--- src/hdl/rmfb_pkg.sv ---
// ============================================================================
// rmfb_pkg : shared types and codes for the rotated mono framebuffer engine
// Operation codes, segment codes, beat layout and controller/datapath structs.
// ============================================================================
`default_nettype none

package rmfb_pkg;

  // operation codes carried in tuser
  localparam logic [1:0] OP_FILL    = 2'd0;
  localparam logic [1:0] OP_OUTLINE = 2'd1;
  localparam logic [1:0] OP_CLEAR   = 2'd2;
  localparam logic [1:0] OP_READ    = 2'd3;

  // rectangle segments; a fill uses only the first one, at full height
  localparam logic [1:0] SEG_TOP    = 2'd0;
  localparam logic [1:0] SEG_BOTTOM = 2'd1;
  localparam logic [1:0] SEG_LEFT   = 2'd2;
  localparam logic [1:0] SEG_RIGHT  = 2'd3;

  // field widths
  localparam int OP_W    = 2;
  localparam int COORD_W = 11;
  localparam int IDX_W   = 14;
  localparam int BYTE_W  = 8;
  // room for a coordinate plus a span without overflow
  localparam int CLIP_W  = COORD_W + 2;

  // input beat layout, lowest bit first
  localparam int IN_X_LSB     = 0;
  localparam int IN_Y_LSB     = IN_X_LSB + COORD_W;
  localparam int IN_W_LSB     = IN_Y_LSB + COORD_W;
  localparam int IN_H_LSB     = IN_W_LSB + COORD_W;
  localparam int IN_COLOR_LSB = IN_H_LSB + COORD_W;
  localparam int IN_IDX_LSB   = IN_COLOR_LSB + 1;
  localparam int IN_TDATA_W   = 64;
  localparam int OUT_TDATA_W  = 8;

  // controller to datapath
  typedef struct packed {
    logic       load_item;
    logic       seg_load;
    logic [1:0] seg_sel;
    logic       pix_rd;
    logic       pix_wr;
    logic       sweep_wr;
    logic       byte_rd;
    logic       out_load;
  } cmd_t;

  // datapath to controller
  typedef struct packed {
    logic [1:0] op;
    logic       seg_empty;
    logic       last_pix;
    logic       sweep_last;
  } sts_t;

endpackage

`default_nettype wire

--- src/hdl/rmfb_ctrl.sv ---
// ============================================================================
// rmfb_ctrl : sequencer for the rotated mono framebuffer engine
// Walks each operation through segment setup, pixel read-modify-write,
// store sweeps, byte reads and the output register handshake.
// ============================================================================
`default_nettype none

module rmfb_ctrl import rmfb_pkg::*; (
  input  wire logic clk,
  input  wire logic rst_n,
  input  wire logic in_tvalid,
  output logic      in_tready,
  output logic      out_tvalid,
  input  wire logic out_tready,
  output cmd_t      cmd,
  input  wire sts_t sts
);

  localparam logic [3:0] ST_INIT  = 4'd0;
  localparam logic [3:0] ST_IDLE  = 4'd1;
  localparam logic [3:0] ST_DISP  = 4'd2;
  localparam logic [3:0] ST_SEG   = 4'd3;
  localparam logic [3:0] ST_PRD   = 4'd4;
  localparam logic [3:0] ST_PWR   = 4'd5;
  localparam logic [3:0] ST_CLEAR = 4'd6;
  localparam logic [3:0] ST_RDB   = 4'd7;
  localparam logic [3:0] ST_DONE  = 4'd8;

  logic [3:0] state_r, state_nxt;
  logic [1:0] seg_r, seg_nxt;
  logic       out_valid_r, out_valid_nxt;
  logic       seg_final;

  // a fill is a single segment; an outline has four
  assign seg_final = (sts.op == OP_FILL) || (seg_r == SEG_RIGHT);

  // next state and commands
  always_comb begin
    state_nxt = state_r;
    seg_nxt   = seg_r;
    cmd       = '0;
    cmd.seg_sel = seg_r;
    unique case (state_r)
      ST_INIT: begin
        cmd.sweep_wr = 1'b1;
        if (sts.sweep_last) state_nxt = ST_IDLE;
      end
      ST_IDLE: begin
        if (in_tvalid) begin
          cmd.load_item = 1'b1;
          state_nxt     = ST_DISP;
        end
      end
      ST_DISP: begin
        seg_nxt = SEG_TOP;
        unique case (sts.op)
          OP_FILL, OP_OUTLINE: state_nxt = ST_SEG;
          OP_CLEAR:            state_nxt = ST_CLEAR;
          OP_READ:             state_nxt = ST_RDB;
          default:             state_nxt = ST_DONE;
        endcase
      end
      ST_SEG: begin
        cmd.seg_load = 1'b1;
        if (!sts.seg_empty) begin
          state_nxt = ST_PRD;
        end else if (seg_final) begin
          state_nxt = ST_DONE;
        end else begin
          seg_nxt = seg_r + 2'd1;
        end
      end
      ST_PRD: begin
        cmd.pix_rd = 1'b1;
        state_nxt  = ST_PWR;
      end
      ST_PWR: begin
        cmd.pix_wr = 1'b1;
        if (!sts.last_pix) begin
          state_nxt = ST_PRD;
        end else if (seg_final) begin
          state_nxt = ST_DONE;
        end else begin
          seg_nxt   = seg_r + 2'd1;
          state_nxt = ST_SEG;
        end
      end
      ST_CLEAR: begin
        cmd.sweep_wr = 1'b1;
        if (sts.sweep_last) state_nxt = ST_DONE;
      end
      ST_RDB: begin
        cmd.byte_rd = 1'b1;
        state_nxt   = ST_DONE;
      end
      ST_DONE: begin
        if (!out_valid_r || out_tready) begin
          cmd.out_load = 1'b1;
          state_nxt    = ST_IDLE;
        end
      end
      default: state_nxt = ST_IDLE;
    endcase
  end

  // output register occupancy
  always_comb begin
    out_valid_nxt = out_valid_r;
    if (cmd.out_load)    out_valid_nxt = 1'b1;
    else if (out_tready) out_valid_nxt = 1'b0;
  end

  always_ff @(posedge clk) begin
    if (!rst_n) begin
      state_r     <= ST_INIT;
      seg_r       <= SEG_TOP;
      out_valid_r <= 1'b0;
    end else begin
      state_r     <= state_nxt;
      seg_r       <= seg_nxt;
      out_valid_r <= out_valid_nxt;
    end
  end

  assign in_tready  = (state_r == ST_IDLE);
  assign out_tvalid = out_valid_r;

endmodule

`default_nettype wire

--- config.mk ---
export PLATFORM = sky130hd
export DESIGN_NAME = rmfb_ctrl
export DESIGN_NICKNAME = d
export VERILOG_FILES = /design/src/hdl/rmfb_pkg.sv /design/src/hdl/rmfb_ctrl.sv
export SDC_FILE = /design/constraint.sdc
export NUM_CORES = 1
export LEC_CHECK = 0
export ABC_AREA = 1
export BUFFER_PORTS_ARGS = -buffer_cell sky130_fd_sc_hd__buf_2
export CORE_MARGIN = 10
export CORE_UTILIZATION = 43
export CTS_BUF_LIST = sky130_fd_sc_hd__clkbuf_16
export CTS_CLUSTER_DIAMETER = 100
export DETAILED_ROUTE_END_ITERATION = 12
export PLACE_DENSITY = 0.73
export SYNTH_ARGS = -nofsm -noshare
export SYNTH_HDL_FRONTEND = slang
export SYNTH_SLANG_ARGS = --single-unit
--- constraint.sdc ---
create_clock -name clk -period 1.39 [get_ports clk]
set_input_delay 0.417 -clock clk [delete_from_list [all_inputs] [get_ports clk]]
set_output_delay 0.417 -clock clk [all_outputs]
set_load 0.05 [all_outputs]
==> results.yml <==
worst_setup_path:
  worstSetupStartpointType: "flip-flop"
  endpoint_kind: "flip-flop"
  path_class: "reg -> reg"
  cp_max_fo: 6
  critPathArrivalTime_ns: 1.76
  crit_required_ns: 1.51
grt:
  grt_max_degree: 7
  track_usage_pct: 13.0
  grt_use_met3_pct: 2.65
  grt_use_met2_pct: 23.4
  grt_pass1_wl_um: 3530
  busiest_layer: "met2"
  grt_pass1_vias: 773
  grt_overflow: 0
  antenna_found_initial: 0
  grtUsageMet1_pct: 14.3
clocking:
  cts_buffer_depth: 2
  htreeDepth: 1
  root_buffer: "clkbuf_16"
  path_clk_slew_ns: 0.04
  cts.sinks: 7
  worstSkewPairLatency_ns: 0.23
  cts_tree: "built"
  cts_buffers: 3
synth:
  synth_nets: 111
  synth_warnings: 0
  netlist_instances: 101
  synth_top_area_share_pct: 23.5
  ys_seq_elements: 7
  synth.distinct_cells: 19
  synth_common_cells: "nor2_1, nand2_1, inv_1"
  synth_most_common_cell: "nor2_1"
  synth_largest_area_cell: "dfxtp_1"
  synth_area_leaders: "dfxtp_1, nor2_1, nand2_1, nand2_2, inv_1"
  synth_edf_count: 0
  ys.flop_type: "dfxtp_1"
  synth_area_um2: 597
  async_flop_share_pct: 0
  synth_seq_area_share_pct: 23.5
  synth.avg_cell_area_um2: 5.91
detailed_routing:
  drt_wl_total_um: 3050
  drt-initial-drc-count: 94
  via_per_inst: 5.66
  post_drt_wl_per_cell_um: 19.4
  dr.pass1.iters: 6
  drc: 0
  drtAntennaViolNets: 0
  dr_total_vias: 889
run_status:
  violations: "setup timing"
  outcome: "finished with violations"
power:
  p_sw_share_pct: 50.6
  p_int_mw: 1.46
  p_sw_mw: 1.49
  ir_drop_mv: 2.05
  p_seq_share_pct: 13.9
  p_per_area_nw_per_um2: 2500
  p_leak_nw: 0.592
  clkPwrFrac_pct: 16.3
  comb_power_share_pct: 69.8
sta:
  finalWorstSetupSlack_ns: -0.250
  finalHoldViolCount: 0
  skew_ns: 0.00261
  setup_tns_ns: -2.42
  grt_setup_unrepaired: "yes"
  fin_crit_sh_pct: 118
  fin_crit_ns: 1.64
  worst_pin_slew_ns: 0.265
  finalMaxSlewViolations: 0
  setup_violations: 13
  max_clock_freq_ghz: 0.610
  maxSlewHeadroom_pct: 82.2
  fin_hold_ws_ns: 0.474
die:
  die_area_um2: 3280
  dieWidth_um: 57.3
  start_util_pct: 45.9
  num_io_pins: 20
  coreArea_um2: 1300
  num_rows: 13
  die_h_um: 57.3
flow_run:
  max_cap_viol_count: 0
cells_and_area:
  syn_to_final_growth_pct: 98.1
  drive_gt1_share_pct: 55.6
  fin_nets: 153
  diodes: 0
  fill_cells: 52
placement:
  globalplace.congestion: 0.953
  place_hpwl_um: 1540
  portBuffers: 19
min_path:
  hold_path.class: "in -> reg"
## logic make-up (layout without fill, tap and decap cells)
family	after synthesis	count (layout)	synth area share [%]
buffers and inverters	17	58	11.3
AO/OA/AOI/OAI	3	3	3.56
flip-flops	7	7	23.5
adder cells (fa/ha/maj)	1	1	2.10
AND/OR/NAND/NOR	73	73	59.5
## metal layers
metal | wire length [um] | vias up
li1 | - | 395
met1 | 1070 | 386
met2 | 1450 | 81
met3 | 314 | 27
met4 | 221 | 0
met5 | 0 | -
## placed cells by master, fill, tap and decap left out, drive strengths merged
master / netlist / routed
buf: 1 / 38
nand2: 31 / 31
nor2: 28 / 28
inv: 16 / 16
nand3: 9 / 9
dfxtp: 7 / 7
clkbuf: 0 / 3
nor3: 2 / 2
a21oi: 2 / 2
nor4: 1 / 1
clkinv: 0 / 1
o211ai: 1 / 1
nand4: 1 / 1
nand3b: 1 / 1
ha: 1 / 1
## power groups by stage
stage	Sequential, mW	Clock [mW]	Combinational, mW
global route	0.420	0.500	2.17
CTS	0.379	0.486	1.71
finish	0.411	0.480	2.06
detailed placement	0.370	0	1.46
global placement	0.367	0	1.45
floorplan	0.494	0	0.887
## cell type report
cell class / count / area, um^2 / share of cell area, %
Multi-Input combinational cell: 77 / 509 / 43.1
Tap cell: 15 / 18.8 / 1.59
Clock buffer: 3 / 75.1 / 6.35
Timing Repair Buffer: 38 / 334 / 28.3
Clock inverter: 1 / 3.75 / 0.317
Inverter: 16 / 82.6 / 6.98
Sequential cell: 7 / 159 / 13.4
## sequential cells by signal, summed over array words and instances (netlist names)
register,flops
out_tvalid,1
seg_r,2
state_r,4
## metrics by stage
stage | util, % | instances | power (mW) | instance area [um^2] | worst slack [ns]
4_1_cts | 81.0 | 154 | 2.57 | 1050 | -0.237
3_5_place_dp | 66.6 | 149 | 1.83 | 867 | -0.110
5_1_grt | 90.9 | 157 | 3.09 | 1180 | -0.318
2_1_floorplan | - | 101 | 1.38 | 636 | -0.187
3_3_place_gp | 66.6 | 149 | 1.82 | 867 | -0.0881
6_report | 90.9 | 157 | 2.95 | 1180 | -0.250
## what timing repair did
| action | 4_1_cts | 5_1_grt |
|---|---|---|
| pin swaps | 3 | 8 |
| setup endpoints to repair | 9 | 14 |
| buffers inserted | 1 | 3 |
| resized for setup | 28 | 27 |
| hold buffers | 0 | 0 |
## worst max-delay path: stages, from the launching register on
cell and delay [ns]:
dfxtp_4 0.35, buf_12 0.14, buf_4 0.13, nor2_1 0.23, nand3_1 0.17, nand2_1 0.14
inv_1 0.07, nand3_2 0.11, nand2_1 0.08, nand2_1 0.07, nor2_1 0.04
## path summary, 6_finish.rpt
path,from,cells past startpoint,slack [ns],to
worst max register to register,state_r[1],10,-0.25,state_r[3]
worst min register to register,seg_r[0],2,0.50,seg_r[0]
worst max-delay path,state_r[1],10,-0.25,state_r[3]
worst min-delay path,rst_n,3,0.47,state_r[0]
Power figures use the tool's default switching activity.
